<file path="src/sensor_pulse_qualifier_assert.svh">
`ifndef SENSOR_PULSE_QUALIFIER_ASSERT_SVH
`define SENSOR_PULSE_QUALIFIER_ASSERT_SVH

// Concurrent checks, clocked on clk, disabled while rst is high.
`ifndef ASSERT_OFF
`define SPQ_ASSERT(label, clk, rst, cond) \
   label: assert property (@(posedge clk) disable iff (rst) (cond)) \
      else $error("check failed: cond");
`define SPQ_ASSERT_NEXT(label, clk, rst, ante, cons) \
   label: assert property (@(posedge clk) disable iff (rst) (ante) |=> (cons)) \
      else $error("check failed: ante then cons");
`else
`define SPQ_ASSERT(label, clk, rst, cond)
`define SPQ_ASSERT_NEXT(label, clk, rst, ante, cons)
`endif

`endif

</file>
<file path="src/spq_pkg.sv">
package spq_pkg;

   localparam int CNT_W = 8;
   localparam int CSR_IDX_W = 3;

   localparam logic [CNT_W-1:0] CNT_MAX = '1;

   localparam logic [CSR_IDX_W-1:0] REG_RELEASE_TICKS = 3'd0;
   localparam logic [CSR_IDX_W-1:0] REG_SAMPLE_DIVIDE = 3'd1;
   localparam logic [CSR_IDX_W-1:0] REG_PULSE_CAP = 3'd2;
   localparam logic [CSR_IDX_W-1:0] REG_WINDOW_TICKS = 3'd3;
   localparam logic [CSR_IDX_W-1:0] REG_PULSE_THRESHOLD = 3'd4;
   localparam logic [CSR_IDX_W-1:0] REG_BATT_DEBOUNCE = 3'd5;

   localparam logic [CNT_W-1:0] RST_RELEASE_TICKS = 8'd200;
   localparam logic [CNT_W-1:0] RST_SAMPLE_DIVIDE = 8'd2;
   localparam logic [CNT_W-1:0] RST_PULSE_CAP = 8'd50;
   localparam logic [CNT_W-1:0] RST_WINDOW_TICKS = 8'd200;
   localparam logic [CNT_W-1:0] RST_PULSE_THRESHOLD = 8'd20;
   localparam logic [CNT_W-1:0] RST_BATT_DEBOUNCE = 8'd1;

   localparam logic [1:0] STATUS_NONE = 2'd0;
   localparam logic [1:0] STATUS_OPEN = 2'd1;
   localparam logic [1:0] STATUS_CLOSED = 2'd2;

   localparam logic [1:0] BATT_NONE = 2'd0;
   localparam logic [1:0] BATT_ON = 2'd1;
   localparam logic [1:0] BATT_OFF = 2'd2;

   typedef struct packed {
      logic             advance;
      logic             batt_level;
      logic [CNT_W-1:0] debounce;
   } batt_ctl_type;

endpackage

</file>
<file path="src/sensor_pulse_qualifier.sv">
// channel  | valid      | stall      | payload
// ---------+------------+------------+--------------------------------------------
// req      | req_valid  | req_stall  | sensor_level, batt_level, lockout_clear
// rsp      | rsp_valid  | rsp_stall  | sensor_status, sleep_ok, lockout, wake_enable,
//          |            |            | batt_state
// csr      | csr_write  | -          | csr_index, csr_wdata
//
// One item per cycle while req_stall is low; each item's result is registered on acceptance.
// The state update is a single pass of 8-bit counter compares between state registers.
// Sync reset loads register defaults, clears counters and flags, sets the off latch.
// req_stall follows rsp_stall only while a result is held; otherwise items flow freely.
`include "sensor_pulse_qualifier_assert.svh"

module sensor_pulse_qualifier (
   input  logic                           clock,
   input  logic                           reset,
   input  logic                           req_valid,
   output logic                           req_stall,
   input  logic                           req_sensor_level,
   input  logic                           req_batt_level,
   input  logic                           req_lockout_clear,
   output logic                           rsp_valid,
   input  logic                           rsp_stall,
   output logic [1:0]                     rsp_sensor_status,
   output logic                           rsp_sleep_ok,
   output logic                           rsp_lockout,
   output logic                           rsp_wake_enable,
   output logic [1:0]                     rsp_batt_state,
   input  logic                           csr_write,
   input  logic [spq_pkg::CSR_IDX_W-1:0]  csr_index,
   input  logic [spq_pkg::CNT_W-1:0]      csr_wdata
);
   import spq_pkg::*;

   logic [CNT_W-1:0] release_ticks_ff, sample_divide_ff, pulse_cap_ff;
   logic [CNT_W-1:0] window_ticks_ff, pulse_threshold_ff, batt_debounce_ff;

   logic [CNT_W-1:0] release_count_ff, release_count_in;
   logic [CNT_W-1:0] active_count_ff, active_count_in;
   logic [CNT_W-1:0] window_count_ff, window_count_in;
   logic [CNT_W-1:0] pulse_count_ff, pulse_count_in;
   logic             released_ff, released_in;
   logic             pressed_ff, pressed_in;
   logic             window_active_ff, window_active_in;
   logic             lockout_ff, lockout_in;
   logic [1:0]       status_ff, status_in;
   logic             wake_ff, wake_in;
   logic             sleep_ff, sleep_in;
   logic             rsp_valid_ff;
   logic             accept;
   batt_ctl_type     batt_ctl;

   assign req_stall = rsp_valid_ff && rsp_stall;
   assign accept = req_valid && !req_stall;

   always_ff @(posedge clock) begin
      if (reset) begin
         release_ticks_ff <= RST_RELEASE_TICKS;
         sample_divide_ff <= RST_SAMPLE_DIVIDE;
         pulse_cap_ff <= RST_PULSE_CAP;
         window_ticks_ff <= RST_WINDOW_TICKS;
         pulse_threshold_ff <= RST_PULSE_THRESHOLD;
         batt_debounce_ff <= RST_BATT_DEBOUNCE;
      end else if (csr_write) begin
         case (csr_index)
            REG_RELEASE_TICKS: release_ticks_ff <= csr_wdata;
            REG_SAMPLE_DIVIDE: sample_divide_ff <= csr_wdata;
            REG_PULSE_CAP: pulse_cap_ff <= csr_wdata;
            REG_WINDOW_TICKS: window_ticks_ff <= csr_wdata;
            REG_PULSE_THRESHOLD: pulse_threshold_ff <= csr_wdata;
            REG_BATT_DEBOUNCE: batt_debounce_ff <= csr_wdata;
            default: ;
         endcase
      end
   end

   always_comb begin
      release_count_in = release_count_ff;
      active_count_in = active_count_ff;
      window_count_in = window_count_ff;
      pulse_count_in = pulse_count_ff;
      released_in = released_ff;
      pressed_in = pressed_ff;
      window_active_in = window_active_ff;
      lockout_in = req_lockout_clear ? 1'b0 : lockout_ff;
      status_in = status_ff;
      wake_in = wake_ff;
      sleep_in = sleep_ff;

      if (!req_sensor_level) begin
         active_count_in = '0;
         if (!released_ff) begin
            sleep_in = 1'b0;
            if (release_count_ff != CNT_MAX) begin
               release_count_in = release_count_ff + CNT_W'(1);
            end
            if (release_count_in >= release_ticks_ff) begin
               status_in = STATUS_OPEN;
               released_in = 1'b1;
               lockout_in = 1'b1;
               wake_in = 1'b1;
               pressed_in = 1'b0;
            end
         end else begin
            sleep_in = 1'b1;
         end
      end else begin
         release_count_in = '0;
         if (!pressed_ff) begin
            sleep_in = 1'b0;
            window_active_in = 1'b1;
            active_count_in = active_count_ff + CNT_W'(1);
            if (active_count_in > sample_divide_ff) begin
               active_count_in = '0;
               if (pulse_count_ff < pulse_cap_ff) begin
                  pulse_count_in = pulse_count_ff + CNT_W'(1);
               end
            end
         end else begin
            sleep_in = 1'b1;
         end
      end

      if (window_active_in) begin
         if (window_count_ff != CNT_MAX) begin
            window_count_in = window_count_ff + CNT_W'(1);
         end
         if (window_count_in >= window_ticks_ff) begin
            window_count_in = '0;
            window_active_in = 1'b0;
            if (pulse_count_in >= pulse_threshold_ff) begin
               pulse_count_in = '0;
               if (!lockout_in) begin
                  status_in = STATUS_CLOSED;
                  pressed_in = 1'b1;
                  released_in = 1'b0;
               end
            end
         end
      end else begin
         window_count_in = '0;
      end
   end

   always_ff @(posedge clock) begin
      if (reset) begin
         release_count_ff <= '0;
         active_count_ff <= '0;
         window_count_ff <= '0;
         pulse_count_ff <= '0;
         released_ff <= 1'b0;
         pressed_ff <= 1'b0;
         window_active_ff <= 1'b0;
         lockout_ff <= 1'b0;
         status_ff <= STATUS_NONE;
         wake_ff <= 1'b0;
         sleep_ff <= 1'b0;
         rsp_valid_ff <= 1'b0;
      end else begin
         if (accept) begin
            release_count_ff <= release_count_in;
            active_count_ff <= active_count_in;
            window_count_ff <= window_count_in;
            pulse_count_ff <= pulse_count_in;
            released_ff <= released_in;
            pressed_ff <= pressed_in;
            window_active_ff <= window_active_in;
            lockout_ff <= lockout_in;
            status_ff <= status_in;
            wake_ff <= wake_in;
            sleep_ff <= sleep_in;
            rsp_valid_ff <= 1'b1;
         end else if (!rsp_stall) begin
            rsp_valid_ff <= 1'b0;
         end
      end
   end

   assign batt_ctl.advance = accept;
   assign batt_ctl.batt_level = req_batt_level;
   assign batt_ctl.debounce = batt_debounce_ff;

   spq_batt_debounce u_batt (
      .clock      (clock),
      .reset      (reset),
      .ctl        (batt_ctl),
      .batt_state (rsp_batt_state)
   );

   assign rsp_valid = rsp_valid_ff;
   assign rsp_sensor_status = status_ff;
   assign rsp_sleep_ok = sleep_ff;
   assign rsp_lockout = lockout_ff;
   assign rsp_wake_enable = wake_ff;

   `SPQ_ASSERT(a_latch_excl, clock, reset, !(released_ff && pressed_ff))
   `SPQ_ASSERT(a_window_idle, clock, reset, window_active_ff || (window_count_ff == '0))
   `SPQ_ASSERT_NEXT(a_wake_sticky, clock, reset, wake_ff, wake_ff)
   `SPQ_ASSERT(a_lock_on_open, clock, reset, !$rose(lockout_ff) || (status_ff == STATUS_OPEN))
   `SPQ_ASSERT_NEXT(a_accept_result, clock, reset, accept, rsp_valid_ff)

endmodule

</file>
<file path="src/spq_batt_debounce.sv">
`include "sensor_pulse_qualifier_assert.svh"

module spq_batt_debounce (
   input  logic                clock,
   input  logic                reset,
   input  spq_pkg::batt_ctl_type ctl,
   output logic [1:0]          batt_state
);
   import spq_pkg::*;

   logic [CNT_W-1:0] on_count_ff, on_count_in;
   logic [CNT_W-1:0] off_count_ff, off_count_in;
   logic             on_latch_ff, on_latch_in;
   logic             off_latch_ff, off_latch_in;
   logic [1:0]       batt_reg_ff, batt_reg_in;

   always_comb begin
      on_count_in = on_count_ff;
      off_count_in = off_count_ff;
      on_latch_in = on_latch_ff;
      off_latch_in = off_latch_ff;
      batt_reg_in = batt_reg_ff;
      if (ctl.batt_level) begin
         off_count_in = '0;
         off_latch_in = 1'b0;
         on_count_in = on_count_ff + CNT_W'(1);
         if (on_count_in > ctl.debounce) begin
            on_count_in = '0;
            if (!on_latch_ff) begin
               on_latch_in = 1'b1;
               batt_reg_in = BATT_ON;
            end
         end
      end else begin
         on_count_in = '0;
         on_latch_in = 1'b0;
         off_count_in = off_count_ff + CNT_W'(1);
         if (off_count_in > ctl.debounce) begin
            off_count_in = '0;
            if (!off_latch_ff) begin
               off_latch_in = 1'b1;
               batt_reg_in = BATT_OFF;
            end
         end
      end
   end

   always_ff @(posedge clock) begin
      if (reset) begin
         on_count_ff <= '0;
         off_count_ff <= '0;
         on_latch_ff <= 1'b0;
         off_latch_ff <= 1'b1;
         batt_reg_ff <= BATT_NONE;
      end else if (ctl.advance) begin
         on_count_ff <= on_count_in;
         off_count_ff <= off_count_in;
         on_latch_ff <= on_latch_in;
         off_latch_ff <= off_latch_in;
         batt_reg_ff <= batt_reg_in;
      end
   end

   assign batt_state = batt_reg_ff;

   `SPQ_ASSERT(a_latch_excl, clock, reset, !(on_latch_ff && off_latch_ff))
   `SPQ_ASSERT_NEXT(a_hold_idle, clock, reset, !ctl.advance, $stable(batt_reg_ff))
   `SPQ_ASSERT_NEXT(a_on_needs_high, clock, reset, ctl.advance && !ctl.batt_level,
                    !on_latch_ff)

endmodule
</file>
<file path="config.mk">
export PLATFORM = sky130hd
export DESIGN_NAME = sensor_pulse_qualifier
export DESIGN_NICKNAME = d
export VERILOG_FILES = /design/src/spq_pkg.sv /design/src/sensor_pulse_qualifier.sv /design/src/spq_batt_debounce.sv
export VERILOG_INCLUDE_DIRS = /design/src /design/src/src
export SDC_FILE = /design/constraint.sdc
export NUM_CORES = 1
export LEC_CHECK = 0
export ABC_AREA = 1
export ABC_CLOCK_PERIOD_IN_PS = 6700
export BUFFER_PORTS_ARGS = -buffer_cell sky130_fd_sc_hd__buf_4
export CAP_MARGIN = 10
export CORE_ASPECT_RATIO = 2
export CORE_MARGIN = 2
export CORE_UTILIZATION = 67
export CTS_CLUSTER_SIZE = 10
export DETAILED_ROUTE_END_ITERATION = 10
export GPL_TIMING_DRIVEN = 0
export PLACE_DENSITY = 0.91
export SETUP_SLACK_MARGIN = 0.1
export SYNTH_ARGS = -nofsm -noshare
export SYNTH_HDL_FRONTEND = slang
export SYNTH_SLANG_ARGS = --single-unit
</file>
<file path="constraint.sdc">
create_clock -name clock -period 6.7 [get_ports clock]
set_clock_uncertainty 0.1 [all_clocks]
set_input_delay 0.67 -clock clock [delete_from_list [all_inputs] [get_ports clock]]
set_output_delay 0.67 -clock clock [all_outputs]
set_load 0.005 [all_outputs]
</file>
==> results of run 1 <==
==> path summary, 6_finish.rpt <==
path	from	to	slack (ns)	cells past startpoint
max	active_count_ff[0]$_SDFFE_PP0P_	rsp_sensor_status[0]$_SDFFE_PP0P_	2.59	24
min	window_ticks_ff[4]$_SDFFE_PP0P_	window_ticks_ff[4]$_SDFFE_PP0P_	0.37	2
min reg2reg	window_ticks_ff[4]$_SDFFE_PP0P_	window_ticks_ff[4]$_SDFFE_PP0P_	0.37	2
max reg2reg	active_count_ff[0]$_SDFFE_PP0P_	rsp_sensor_status[0]$_SDFFE_PP0P_	2.59	24
==> logic make-up (layout without fill, tap and decap cells) <==
family	Yosys count	after routing
compound gates	178	178
xor+xnor	31	31
fa+ha+maj	61	61
buf+inv	143	184
flops	109	109
mux	1	1
simple gates	321	321
==> placed cells by master (no fill, tap or decap), drive strengths merged <==
master,count
nor2,67
inv,123
a21oi,106
xor2,21
bufinv,1
o21ai,50
buf,32
dfxtp,109
o221a,1
nand2,183
clkbuf,25
nand4,9
nor3b,1
nor3,11
a31oi,1
a21o,1
a211oi,1
nand3b,10
a22oi,7
o211ai,10
nand3,40
clkinvlp,1
clkinv,2
o21a,1
xnor2,10
mux2i,1
ha,61
==> where the power goes <==
| group | internal [µW] | total, µW | leakage (µW) | switching, µW |
|---|---|---|---|---|
| Clock | 307 | 543 | 0.000147 | 236 |
| Combinational | 55.4 | 170 | 0.00216 | 114 |
| Sequential | 665 | 676 | 0.000884 | 10.5 |
==> critical path: cells and delay by family, from the launching register on <==
kind	cells	cell delay, ns
simple gates	18	2.28
fa+ha+maj	2	0.60
flops	1	0.41
compound gates	2	0.33
xor+xnor	1	0.17
buf+inv	1	0.15
==> routing by layer <==
metal / GRT usage / wire (µm)
met1: 0.316 / 5530
met2: 0.621 / 8940
met3: 0.0396 / 809
met4: 0.262 / 1140
met5: 0 / 0
==> stage by stage <==
| stage | util | std cells | setup slack, ns | hold slack (ns) |
|---|---|---|---|---|
| after floorplan | - | 844 | 3.38 | 0.335 |
| after global placement | 0.728 | 972 | 2.92 | 0.349 |
| after detailed placement | 0.728 | 972 | 2.65 | 0.359 |
| after CTS | 0.761 | 987 | 2.62 | 0.367 |
| after global routing | 0.761 | 987 | 2.20 | 0.390 |
| final | 0.761 | 987 | 2.59 | 0.365 |
==> area by class of cell <==
cell class | instances | area [µm²]
Tap cell | 102 | 128
Fill cell | 650 | 2150
Clock inverter | 4 | 47.5
Buffer | 20 | 90.1
Timing Repair Buffer | 26 | 195
Clock buffer | 11 | 253
Inverter | 123 | 467
Multi-Input combinational cell | 592 | 3500
Sequential cell | 109 | 2180
==> flow_results.xml, run 1 <==
<?xml version="1.0" encoding="UTF-8"?>
<metrics>
  <group name="critical_path">
    <metric name="worst_setup_path_end_kind" unit="">flop</metric>
    <metric name="cell_type_of_the_slowest_stage_on_the_worst_timing_path" unit="">sky130_fd_sc_hd__dfxtp_1</metric>
    <metric name="critical_path.max_fanout" unit="">9</metric>
    <metric name="path_cells" unit="">nand3_1 -&gt; nand3b_1 -&gt; nand3b_1 -&gt; xnor2_2 -&gt; ha_1 -&gt; nand2_1 -&gt; a21oi_1 -&gt; nor2_1 -&gt; nand2_1 -&gt; nand2_2 -&gt; inv_1 -&gt; nand3_1 -&gt; nand2_1 -&gt; nand2_2 -&gt; ha_1 -&gt; a21oi_1 -&gt; nor2_1 -&gt; nor3_1 -&gt; nand3_1 -&gt; nand3b_4 -&gt; nor2_1 -&gt; nand2_1 -&gt; nand2_1 -&gt; nor2_1</metric>
    <metric name="worst_ep_required_time" unit="ns">6.89</metric>
    <metric name="kind_of_launch_point_of_the_worst_setup_path" unit="">flop</metric>
    <metric name="worst_path_largest_cell_delay" unit="ns">0.41</metric>
    <metric name="setup.worst_path.class" unit="">reg -&gt; reg</metric>
    <metric name="cp_common_cell" unit="">sky130_fd_sc_hd__nand2_1</metric>
    <metric name="crit_arrival" unit="ns">4.30</metric>
  </group>
  <group name="synthesis">
    <metric name="yosys_top_cell_area_share" unit="">0.350</metric>
    <metric name="synthAdderAreaFrac" unit="">0.122</metric>
    <metric name="synth_enable_flop_cells" unit="">0</metric>
    <metric name="postSynthCellCount" unit="">844</metric>
    <metric name="synth.most_common_cell" unit="">sky130_fd_sc_hd__nand2_1</metric>
    <metric name="synth.yosys.seq_area_share" unit="">0.350</metric>
    <metric name="synth_unique_cells" unit="">40</metric>
    <metric name="main_combinational_cell_family_by_area_after_synthesis" unit="">simple AND/OR/NAND/NOR gates</metric>
    <metric name="yosys_warnings" unit="">0</metric>
    <metric name="synthDominantAreaCellType" unit="">sky130_fd_sc_hd__dfxtp_1</metric>
    <metric name="synth_ff_type" unit="">sky130_fd_sc_hd__dfxtp_1</metric>
    <metric name="synth-compound-area-share" unit="">0.154</metric>
    <metric name="cell_area_after_synthesis" unit="µm²">6240</metric>
    <metric name="ys_ff_latch" unit="">109</metric>
    <metric name="synthArstFlopShare" unit="">0</metric>
    <metric name="synth_commonest_cells" unit="">176 x sky130_fd_sc_hd__nand2_1, 116 x sky130_fd_sc_hd__inv_1, 109 x sky130_fd_sc_hd__dfxtp_1, 104 x sky130_fd_sc_hd__a21oi_1</metric>
    <metric name="synth.area.top_cells" unit="">sky130_fd_sc_hd__dfxtp_1 35%, sky130_fd_sc_hd__ha_1 12%, sky130_fd_sc_hd__nand2_1 11%</metric>
    <metric name="synthesis.nets" unit="">924</metric>
    <metric name="synth.area.mux_share" unit="">0.00160</metric>
    <metric name="yosys.area_share.xor_xnor" unit="">0.0459</metric>
    <metric name="syn_area_per_cell" unit="µm²">7.39</metric>
    <metric name="synth_simple_gate_area_frac" unit="">0.237</metric>
  </group>
  <group name="sta">
    <metric name="slew_headroom" unit="">0.458</metric>
    <metric name="fin_crit_sh" unit="">0.613</metric>
    <metric name="unrepaired_setup_endpoints_after_global_routing" unit="">no</metric>
    <metric name="setup_viol" unit="">0</metric>
    <metric name="timing.final.hold_violations" unit="">0</metric>
    <metric name="finalSetupTns" unit="ns">0</metric>
    <metric name="final_max_slew_viol_count" unit="">0</metric>
    <metric name="final.min_clock_period" unit="ns">4.11</metric>
    <metric name="actual_slew_at_the_worst_max_slew_pin" unit="ns">0.812</metric>
    <metric name="achievable-frequency" unit="MHz">243</metric>
  </group>
  <group name="route">
    <metric name="wl" unit="µm">16400</metric>
    <metric name="post-route-drc-count" unit="">0</metric>
    <metric name="detailroute.via_count" unit="">5879</metric>
    <metric name="detailedRoute.firstPassIterationCount" unit="">5</metric>
    <metric name="drt-vias-per-instance" unit="">5.96</metric>
    <metric name="routed_wire_length_per_instance" unit="µm">16.6</metric>
    <metric name="drtAntennaViolNets" unit="">0</metric>
    <metric name="drt-initial-drc-count" unit="">334</metric>
  </group>
  <group name="pwr">
    <metric name="worst_ir_drop_vdd" unit="mV">0.194</metric>
    <metric name="total_power" unit="µW">1390</metric>
    <metric name="power_density" unit="nW/µm²">202</metric>
    <metric name="static-leakage-power" unit="µW">0.00319</metric>
  </group>
  <group name="status">
    <metric name="status" unit="">finished, final reports clean</metric>
  </group>
  <group name="finish">
    <metric name="final_layout_size_suffix_gt1_frac" unit="">0.0915</metric>
    <metric name="nNetsFinal" unit="">961</metric>
    <metric name="final_cell_area" unit="µm²">6860</metric>
    <metric name="area.growth.synth_to_final" unit="%">9.99</metric>
    <metric name="antenna-diode-count" unit="">0</metric>
  </group>
  <group name="grt">
    <metric name="antenna_found_initial" unit="">0</metric>
    <metric name="globalRouteOverflowTotal" unit="">0</metric>
    <metric name="grt_pass1_wl" unit="µm">26600</metric>
    <metric name="grt.total_usage" unit="">0.336</metric>
    <metric name="grt_start_max_net_pins" unit="">17</metric>
    <metric name="vias_in_the_first_global_route" unit="">6062</metric>
  </group>
  <group name="cts">
    <metric name="ctsHoldBuffers" unit="">0</metric>
    <metric name="post_cts_resized" unit="">0</metric>
    <metric name="cts.reportedPaths.clkPinSlew" unit="ns">0.07</metric>
    <metric name="numClockSinks" unit="">109</metric>
    <metric name="cts_buffer_depth" unit="">2</metric>
    <metric name="cts_max_level" unit="">3</metric>
    <metric name="tritoncts" unit="">yes</metric>
    <metric name="root_buffer" unit="">sky130_fd_sc_hd__clkbuf_16</metric>
    <metric name="cts_setup_buffers" unit="">0</metric>
    <metric name="cts_buffers" unit="">9</metric>
    <metric name="worstSkewPairLatency" unit="ns">0.36</metric>
  </group>
  <group name="die">
    <metric name="floorplan.rows" unit="">49</metric>
    <metric name="start_util" unit="">0.692</metric>
    <metric name="die_h" unit="µm">140</metric>
    <metric name="fp.dieW" unit="µm">72.2</metric>
    <metric name="floorplan.core_area" unit="µm²">9010</metric>
    <metric name="design.die.area" unit="µm²">10100</metric>
    <metric name="io_pins" unit="">28</metric>
  </group>
  <group name="placed_design">
    <metric name="post-dp-hpwl" unit="µm">12600</metric>
    <metric name="place_area" unit="µm²">6560</metric>
    <metric name="io_buffer_count" unit="">26</metric>
    <metric name="routability_congestion" unit="">0.950</metric>
  </group>
  <group name="min_path">
    <metric name="hp-class" unit="">reg -&gt; reg</metric>
  </group>
  <group name="flow_run">
    <metric name="maxcap_viol_count" unit="">0</metric>
  </group>
</metrics>
Power figures use the tool's default switching activity.
==> inputs of run 2 (changes only) <==
--- a/config.mk
+++ b/config.mk
@@ -7,16 +7,16 @@
 export NUM_CORES = 1
 export LEC_CHECK = 0
 export ABC_AREA = 1
-export ABC_CLOCK_PERIOD_IN_PS = 6700
+export ABC_CLOCK_PERIOD_IN_PS = 4300
 export BUFFER_PORTS_ARGS = -buffer_cell sky130_fd_sc_hd__buf_4
 export CAP_MARGIN = 10
 export CORE_ASPECT_RATIO = 2
 export CORE_MARGIN = 2
-export CORE_UTILIZATION = 67
+export CORE_UTILIZATION = 62
 export CTS_CLUSTER_SIZE = 10
 export DETAILED_ROUTE_END_ITERATION = 10
 export GPL_TIMING_DRIVEN = 0
-export PLACE_DENSITY = 0.91
+export PLACE_DENSITY = 0.85
 export SETUP_SLACK_MARGIN = 0.1
 export SYNTH_ARGS = -nofsm -noshare
 export SYNTH_HDL_FRONTEND = slang
==> constraint.sdc (replaced) <==
create_clock -name clock -period 4.3 [get_ports clock]
set_clock_uncertainty 0.1 [all_clocks]
set_input_delay 0.43 -clock clock [delete_from_list [all_inputs] [get_ports clock]]
set_output_delay 0.43 -clock clock [all_outputs]
set_load 0.005 [all_outputs]
==> run 2 against run 1 <==
First-iteration DRC count down 24%. Worst hold slack worse by 0.091 ns. Combinational power up 52%. Via count down 3.5%. Global-route usage down 4.3 points. Clock power up 60%. Count of clock-buffer cells in the layout down 1. Critical path type unchanged. Critical endpoint is now released_ff$_SDFFE_PP0P_. Largest power group unchanged.
==> flow_results.xml, run 2 (synthesis gave the netlist of run 1 again) <==
<?xml version="1.0" encoding="UTF-8"?>
<metrics>
  <group name="status">
    <metric name="status" unit="">finished, final reports clean</metric>
  </group>
  <group name="finish">
    <metric name="most-common-layout-cells" unit="">176 x sky130_fd_sc_hd__nand2_1, 116 x sky130_fd_sc_hd__inv_1, 109 x sky130_fd_sc_hd__dfxtp_1, 104 x sky130_fd_sc_hd__a21oi_1</metric>
    <metric name="fin_util" unit="">0.708</metric>
    <metric name="antenna-diode-count" unit="">0</metric>
    <metric name="final_layout_size_suffix_gt1_frac" unit="">0.0905</metric>
    <metric name="area.growth.synth_to_final" unit="%">10.7</metric>
    <metric name="final.fill_count" unit="">831</metric>
    <metric name="nNetsFinal" unit="">961</metric>
    <metric name="number_of_standard_cells_in_the_final_layout_excluding_fillers" unit="">1016</metric>
    <metric name="final_common_cell" unit="">sky130_fd_sc_hd__nand2_1</metric>
    <metric name="multi_input_comb_area" unit="µm²">3510</metric>
    <metric name="area.sequential" unit="µm²">2180</metric>
  </group>
  <group name="die">
    <metric name="design.die.area" unit="µm²">10900</metric>
    <metric name="die_h" unit="µm">146</metric>
    <metric name="io_pins" unit="">28</metric>
    <metric name="start_util" unit="">0.639</metric>
    <metric name="floorplan.rows" unit="">51</metric>
    <metric name="fp.dieW" unit="µm">74.9</metric>
    <metric name="floorplan.core_area" unit="µm²">9760</metric>
  </group>
  <group name="route">
    <metric name="post-route-drc-count" unit="">0</metric>
    <metric name="routed_wire_length_per_instance" unit="µm">14.9</metric>
    <metric name="detailroute.via_count" unit="">5671</metric>
    <metric name="drt-initial-drc-count" unit="">253</metric>
    <metric name="detailedRoute.firstPassIterationCount" unit="">5</metric>
    <metric name="drtAntennaViolNets" unit="">0</metric>
    <metric name="wl" unit="µm">15100</metric>
    <metric name="drt-vias-per-instance" unit="">5.58</metric>
  </group>
  <group name="critical_path">
    <metric name="setup.worst_path.class" unit="">reg -&gt; reg</metric>
    <metric name="setup.worst_path.start" unit="">active_count_ff[2]$_SDFFE_PP0P_</metric>
    <metric name="ff2ff_setup_slack" unit="ns">0.38</metric>
    <metric name="number_of_cells_on_the_worst_reg_to_reg_path" unit="">24</metric>
    <metric name="crit_arrival" unit="ns">4.07</metric>
    <metric name="crit-reg2reg-launch" unit="">active_count_ff[2]$_SDFFE_PP0P_</metric>
    <metric name="critical_path.max_fanout" unit="">9</metric>
    <metric name="worst_setup_path_end_kind" unit="">flop</metric>
    <metric name="worst_ep_required_time" unit="ns">4.45</metric>
    <metric name="rr_endpoint" unit="">released_ff$_SDFFE_PP0P_</metric>
    <metric name="kind_of_launch_point_of_the_worst_setup_path" unit="">flop</metric>
  </group>
  <group name="sta">
    <metric name="achievable-frequency" unit="MHz">255</metric>
    <metric name="slew_headroom" unit="">0.437</metric>
    <metric name="finalWorstSetupSlack" unit="ns">0.375</metric>
    <metric name="fin_crit_sh" unit="">0.913</metric>
    <metric name="finalSetupTns" unit="ns">0</metric>
    <metric name="setup_viol" unit="">0</metric>
    <metric name="final_max_slew_viol_count" unit="">0</metric>
    <metric name="final.min_clock_period" unit="ns">3.92</metric>
    <metric name="timing.final.hold_violations" unit="">0</metric>
    <metric name="unrepaired_setup_endpoints_after_global_routing" unit="">no</metric>
    <metric name="actual_slew_at_the_worst_max_slew_pin" unit="ns">0.845</metric>
  </group>
  <group name="placed_design">
    <metric name="post-dp-hpwl" unit="µm">11400</metric>
    <metric name="routability_congestion" unit="">0.872</metric>
    <metric name="io_buffer_count" unit="">26</metric>
    <metric name="place_inst" unit="">1002</metric>
    <metric name="place_ws" unit="ns">0.375</metric>
  </group>
  <group name="pwr">
    <metric name="power_density" unit="nW/µm²">315</metric>
    <metric name="worst_ir_drop_vdd" unit="mV">0.271</metric>
    <metric name="static-leakage-power" unit="µW">0.00318</metric>
  </group>
  <group name="cts">
    <metric name="root_buffer" unit="">sky130_fd_sc_hd__clkbuf_16</metric>
    <metric name="cts.reportedPaths.clkPinSlew" unit="ns">0.07</metric>
    <metric name="cts_setup_buffers" unit="">0</metric>
    <metric name="numClockSinks" unit="">109</metric>
    <metric name="worstSkewPairLatency" unit="ns">0.35</metric>
    <metric name="cts_buffer_depth" unit="">2</metric>
    <metric name="tritoncts" unit="">yes</metric>
    <metric name="post_cts_resized" unit="">0</metric>
    <metric name="cts_buffers" unit="">9</metric>
    <metric name="cts_max_level" unit="">3</metric>
    <metric name="ctsHoldBuffers" unit="">0</metric>
  </group>
  <group name="grt">
    <metric name="grt.total_usage" unit="">0.292</metric>
    <metric name="grt_start_max_net_pins" unit="">17</metric>
    <metric name="grt_pass1_wl" unit="µm">24600</metric>
    <metric name="globalRouteOverflowTotal" unit="">0</metric>
    <metric name="antenna_found_initial" unit="">0</metric>
    <metric name="vias_in_the_first_global_route" unit="">5359</metric>
  </group>
  <group name="min_path">
    <metric name="worst_hold_path_startpoint" unit="">csr_wdata[1]</metric>
    <metric name="hp-class" unit="">in -&gt; reg</metric>
    <metric name="holdPathEnd" unit="">pulse_cap_ff[1]$_SDFFE_PP1P_</metric>
    <metric name="hold_depth" unit="">3</metric>
  </group>
  <group name="flow_run">
    <metric name="maxcap_viol_count" unit="">0</metric>
  </group>
</metrics>
## run 2: worst max path at each step
stage | to | slack, ns | cells after the start
6_report | released_ff$_SDFFE_PP0P_ | 0.38 | 24
5_1_grt | released_ff$_SDFFE_PP0P_ | 0.10 | 24
4_1_cts | released_ff$_SDFFE_PP0P_ | 0.36 | 24
3_5_place_dp | released_ff$_SDFFE_PP0P_ | 0.37 | 24
3_3_place_gp | released_ff$_SDFFE_PP0P_ | 0.44 | 24
2_1_floorplan | released_ff$_SDFFE_PP0P_ | 0.98 | 24
## run 2: worst max-delay path, cell delays in order, from the launching register on
cell and delay [ns]:
sky130_fd_sc_hd__dfxtp_1 0.40, sky130_fd_sc_hd__nand3_1 0.14, sky130_fd_sc_hd__nand3b_1 0.21, sky130_fd_sc_hd__nand3b_1 0.21, sky130_fd_sc_hd__xnor2_2 0.17, sky130_fd_sc_hd__ha_1 0.30, sky130_fd_sc_hd__nand2_1 0.08, sky130_fd_sc_hd__nor2_2 0.15
sky130_fd_sc_hd__nand2_1 0.07, sky130_fd_sc_hd__nand2_1 0.10, sky130_fd_sc_hd__nand2_2 0.14, sky130_fd_sc_hd__nor2_8 0.18, sky130_fd_sc_hd__nand3_1 0.10, sky130_fd_sc_hd__nand2_1 0.09, sky130_fd_sc_hd__inv_1 0.05, sky130_fd_sc_hd__ha_1 0.28
sky130_fd_sc_hd__nand2_1 0.08, sky130_fd_sc_hd__nor2_1 0.16, sky130_fd_sc_hd__nand4_1 0.10, sky130_fd_sc_hd__nand3_1 0.14, sky130_fd_sc_hd__nand3b_4 0.16, sky130_fd_sc_hd__nor2_1 0.15, sky130_fd_sc_hd__nand2_1 0.11, sky130_fd_sc_hd__nand2_1 0.10
sky130_fd_sc_hd__nor2_1 0.05
## run 2: cell type report
type                       count  share of cell area
buffer                        20              0.0130
sequential                   109               0.316
clock buffer                  10              0.0331
multi-input combinational    592               0.507
clock inverter                 4              0.0109
tap                          132              0.0239
timing repair buffer          26              0.0283
inverter                     123              0.0675
## run 2: metrics by stage
step	hold slack [ns]	power (µW)	area, µm²
final	0.274	2180	6910
after detailed placement	0.353	1330	6600
after CTS	0.277	2180	6900
after global routing	0.291	2250	6910
after floorplan	0.335	1240	6240
after global placement	0.347	1320	6600
## run 2: where the power goes
part / switching, µW / internal [µW] / leakage [µW]
sequential: 15.4 / 1040 / 0.000884
combinational: 172 / 85.6 / 0.00216
clock: 365 / 504 / 0.000141
## run 2: metal layers
layer,routed length [µm],global-route usage,vias to the layer above,part of all wire
met5,0,0,-,0
met4,732,0.169,0,0.048
met3,592,0.0443,51,0.039
met2,8150,0.515,130,0.54
met1,5620,0.313,2653,0.37
li1,-,-,2837,-
==> inputs of run 3 (changes only) <==
--- a/config.mk
+++ b/config.mk
@@ -9,14 +9,15 @@
 export ABC_AREA = 1
 export ABC_CLOCK_PERIOD_IN_PS = 4300
 export BUFFER_PORTS_ARGS = -buffer_cell sky130_fd_sc_hd__buf_4
-export CAP_MARGIN = 10
+export CAP_MARGIN = 20
 export CORE_ASPECT_RATIO = 2
 export CORE_MARGIN = 2
-export CORE_UTILIZATION = 62
+export CORE_UTILIZATION = 64
+export CTS_BUF_LIST = sky130_fd_sc_hd__clkbuf_4 sky130_fd_sc_hd__clkbuf_8
 export CTS_CLUSTER_SIZE = 10
 export DETAILED_ROUTE_END_ITERATION = 10
 export GPL_TIMING_DRIVEN = 0
-export PLACE_DENSITY = 0.85
+export PLACE_DENSITY = 0.87
 export SETUP_SLACK_MARGIN = 0.1
 export SYNTH_ARGS = -nofsm -noshare
 export SYNTH_HDL_FRONTEND = slang
==> run 3 against run 2 <==
Register-to-register slack better by 0.02 ns. Critical path depth stayed put. Worst hold slack worse by 0.047 ns. Combinational power hardly changed. Wire length is 2.5% lower. Via count is 0.56% lower. Highest routed layer unchanged. First-iteration DRC count is 20% lower. Fmax is 0.50% higher. Count of clock-buffer cells in the layout is 1 lower. Global-route usage is 0.13 points lower. Cell count is 0.20% higher. Utilization is 0.63 points higher.
==> flow_results.xml, run 3 (synthesis gave the netlist of run 1 again) <==
<?xml version="1.0" encoding="UTF-8"?>
<metrics>
  <group name="status">
    <metric name="status" unit="">finished, final reports clean</metric>
  </group>
  <group name="route">
    <metric name="drtAntennaViolNets" unit="">0</metric>
    <metric name="drt-initial-drc-count" unit="">203</metric>
    <metric name="dr_wl_met3" unit="µm">509</metric>
    <metric name="highest-signal-layer" unit="">met4</metric>
    <metric name="met1Wirelength" unit="µm">5310</metric>
    <metric name="post-route-drc-count" unit="">0</metric>
    <metric name="detailedRoute.firstPassIterationCount" unit="">6</metric>
    <metric name="wl" unit="µm">14700</metric>
    <metric name="routed_wire_length_per_instance" unit="µm">14.5</metric>
    <metric name="detailroute.via_count" unit="">5639</metric>
    <metric name="detailed_route_wirelength_on_metal2" unit="µm">7890</metric>
    <metric name="drt-vias-per-instance" unit="">5.54</metric>
  </group>
  <group name="sta">
    <metric name="final.min_clock_period" unit="ns">3.91</metric>
    <metric name="final_max_slew_viol_count" unit="">0</metric>
    <metric name="finalSetupTns" unit="ns">0</metric>
    <metric name="actual_slew_at_the_worst_max_slew_pin" unit="ns">0.788</metric>
    <metric name="slew_headroom" unit="">0.475</metric>
    <metric name="unrepaired_setup_endpoints_after_global_routing" unit="">no</metric>
    <metric name="fin_crit_sh" unit="">0.908</metric>
    <metric name="achievable-frequency" unit="MHz">256</metric>
    <metric name="timing.final.hold_violations" unit="">0</metric>
    <metric name="setup_viol" unit="">0</metric>
    <metric name="finalHoldWorstSlack" unit="ns">0.227</metric>
  </group>
  <group name="cts">
    <metric name="ctsHoldBuffers" unit="">0</metric>
    <metric name="cts_buffers" unit="">9</metric>
    <metric name="cts_max_level" unit="">3</metric>
    <metric name="cts.reportedPaths.clkPinSlew" unit="ns">0.11</metric>
    <metric name="numClockSinks" unit="">109</metric>
    <metric name="cts_buffer_depth" unit="">2</metric>
    <metric name="root_buffer" unit="">sky130_fd_sc_hd__clkbuf_8</metric>
    <metric name="tritoncts" unit="">yes</metric>
    <metric name="worstSkewPairLatency" unit="ns">0.39</metric>
    <metric name="cts_setup_buffers" unit="">0</metric>
  </group>
  <group name="grt">
    <metric name="globalRouteOverflowTotal" unit="">0</metric>
    <metric name="vias_in_the_first_global_route" unit="">5366</metric>
    <metric name="grt_pass1_wl" unit="µm">23700</metric>
    <metric name="antenna_found_initial" unit="">0</metric>
    <metric name="grt_start_max_net_pins" unit="">19</metric>
    <metric name="grt.total_usage" unit="">0.291</metric>
  </group>
  <group name="critical_path">
    <metric name="setup.worst_path.class" unit="">reg -&gt; reg</metric>
    <metric name="rr_endpoint" unit="">released_ff$_SDFFE_PP0P_</metric>
    <metric name="number_of_cells_on_the_worst_reg_to_reg_path" unit="">24</metric>
    <metric name="kind_of_launch_point_of_the_worst_setup_path" unit="">flop</metric>
    <metric name="worst_ep_required_time" unit="ns">4.50</metric>
    <metric name="crit-reg2reg-launch" unit="">active_count_ff[0]$_SDFFE_PP0P_</metric>
    <metric name="critical_path.max_fanout" unit="">9</metric>
    <metric name="ff2ff_setup_slack" unit="ns">0.39</metric>
    <metric name="crit_arrival" unit="ns">4.10</metric>
    <metric name="worst_setup_path_end_kind" unit="">flop</metric>
  </group>
  <group name="min_path">
    <metric name="hold_depth" unit="">3</metric>
    <metric name="holdPathEnd" unit="">pulse_cap_ff[1]$_SDFFE_PP1P_</metric>
    <metric name="worst_hold_path_startpoint" unit="">csr_wdata[1]</metric>
    <metric name="hp-class" unit="">in -&gt; reg</metric>
  </group>
  <group name="flow_run">
    <metric name="maxcap_viol_count" unit="">0</metric>
  </group>
  <group name="die">
    <metric name="design.die.area" unit="µm²">10600</metric>
    <metric name="io_pins" unit="">28</metric>
    <metric name="floorplan.rows" unit="">51</metric>
    <metric name="start_util" unit="">0.648</metric>
    <metric name="fp.dieW" unit="µm">73.8</metric>
    <metric name="die_h" unit="µm">144</metric>
    <metric name="floorplan.core_area" unit="µm²">9640</metric>
  </group>
  <group name="pwr">
    <metric name="worst_ir_drop_vdd" unit="mV">0.259</metric>
    <metric name="static-leakage-power" unit="µW">0.00318</metric>
    <metric name="power_density" unit="nW/µm²">309</metric>
    <metric name="total_power" unit="µW">2130</metric>
  </group>
  <group name="finish">
    <metric name="final.fill_count" unit="">806</metric>
    <metric name="most-common-layout-cells" unit="">176 x sky130_fd_sc_hd__nand2_1, 116 x sky130_fd_sc_hd__inv_1, 108 x sky130_fd_sc_hd__dfxtp_1, 104 x sky130_fd_sc_hd__a21oi_1, 61 x sky130_fd_sc_hd__ha_1</metric>
    <metric name="area.growth.synth_to_final" unit="%">10.2</metric>
    <metric name="final_common_cell" unit="">sky130_fd_sc_hd__nand2_1</metric>
    <metric name="antenna-diode-count" unit="">0</metric>
    <metric name="final_cell_area" unit="µm²">6880</metric>
    <metric name="final_layout_size_suffix_gt1_frac" unit="">0.0959</metric>
    <metric name="nNetsFinal" unit="">961</metric>
  </group>
  <group name="placed_design">
    <metric name="place_area" unit="µm²">6600</metric>
    <metric name="post-dp-hpwl" unit="µm">11600</metric>
    <metric name="io_buffer_count" unit="">26</metric>
    <metric name="routability_congestion" unit="">0.893</metric>
  </group>
</metrics>
[run 3: changes by cell type in the layout (fill, tap and decap cells not counted), sizes merged]
cell | before | now
bufinv | 2 | 4
clkbuf | 24 | 23
clkinvlp | 2 | 0
inv | 123 | 124
clkinv | 0 | 2
[run 3: worst max-delay path, stage by stage, from the launching register on]
cell and delay [ns]:
sky130_fd_sc_hd__dfxtp_1 0.41, sky130_fd_sc_hd__nand3_1 0.13, sky130_fd_sc_hd__nand3b_1 0.22, sky130_fd_sc_hd__nand3b_1 0.22, sky130_fd_sc_hd__xnor2_2 0.17, sky130_fd_sc_hd__ha_1 0.30
sky130_fd_sc_hd__nand2_1 0.08, sky130_fd_sc_hd__nor2_2 0.13, sky130_fd_sc_hd__nand2_1 0.06, sky130_fd_sc_hd__nand2_1 0.11, sky130_fd_sc_hd__nand2_2 0.14, sky130_fd_sc_hd__nor2_8 0.18
sky130_fd_sc_hd__nand3_1 0.10, sky130_fd_sc_hd__nand2_1 0.08, sky130_fd_sc_hd__inv_1 0.05, sky130_fd_sc_hd__ha_1 0.28, sky130_fd_sc_hd__nand2_1 0.08, sky130_fd_sc_hd__nor2_2 0.14
sky130_fd_sc_hd__nand4_1 0.11, sky130_fd_sc_hd__nand3_1 0.16, sky130_fd_sc_hd__nand3b_4 0.16, sky130_fd_sc_hd__nor2_1 0.13, sky130_fd_sc_hd__nand2_1 0.11, sky130_fd_sc_hd__nand2_1 0.11
sky130_fd_sc_hd__nor2_1 0.05
[run 3: layout make-up]
class	count	area, µm²	area share
multi-input combinational	592	3510	0.510
sequential	109	2180	0.317
inverter	123	467	0.0678
timing repair buffer	26	195	0.0284
tap	132	165	0.0240
clock inverter	7	146	0.0213
clock buffer	9	124	0.0180
buffer	20	90.1	0.0131
[run 3: timing repair]
| item | in CTS | in global routing |
|---|---|---|
| gates resized for setup | 0 | 3 |
| setup endpoints to repair | 0 | 4 |
| hold endpoints to repair | 0 | 0 |
[run 3: power breakdown]
part | leakage [µW] | internal (µW) | switching [µW]
Clock | 0.000134 | 449 | 370
Combinational | 0.00216 | 86.4 | 169
Sequential | 0.000885 | 1040 | 15.1
Total | 0.00318 | 1570 | 553
[run 3: per-stage QoR]
stage / instances / util / setup WS (ns)
3_3_place_gp: 1002 / 0.685 / 0.536
4_1_cts: 1018 / 0.713 / 0.380
5_1_grt: 1018 / 0.714 / 0.108
2_1_floorplan: 844 / - / 0.984
3_5_place_dp: 1002 / 0.685 / 0.429
6_report: 1018 / 0.714 / 0.395
[run 3: per-layer routing]
layer | up-vias | global-route usage
li1 | 2833 | -
met1 | 2594 | 0.288
met2 | 141 | 0.544
met3 | 71 | 0.0365
met4 | 0 | 0.185
met5 | - | 0
[run 3: worst max path at each step]
stage / start / end / slack, ns / depth (start not counted)
finish: active_count_ff[0]$_SDFFE_PP0P_ / released_ff$_SDFFE_PP0P_ / 0.39 / 24
global route: active_count_ff[0]$_SDFFE_PP0P_ / rsp_sensor_status[0]$_SDFFE_PP0P_ / 0.11 / 24
CTS: active_count_ff[2]$_SDFFE_PP0P_ / rsp_sensor_status[0]$_SDFFE_PP0P_ / 0.38 / 24
detailed placement: active_count_ff[2]$_SDFFE_PP0P_ / rsp_sensor_status[0]$_SDFFE_PP0P_ / 0.43 / 24
global placement: active_count_ff[0]$_SDFFE_PP0P_ / rsp_sensor_status[1]$_SDFFE_PP0P_ / 0.54 / 23
floorplan: active_count_ff[2]$_SDFFE_PP0P_ / released_ff$_SDFFE_PP0P_ / 0.98 / 24
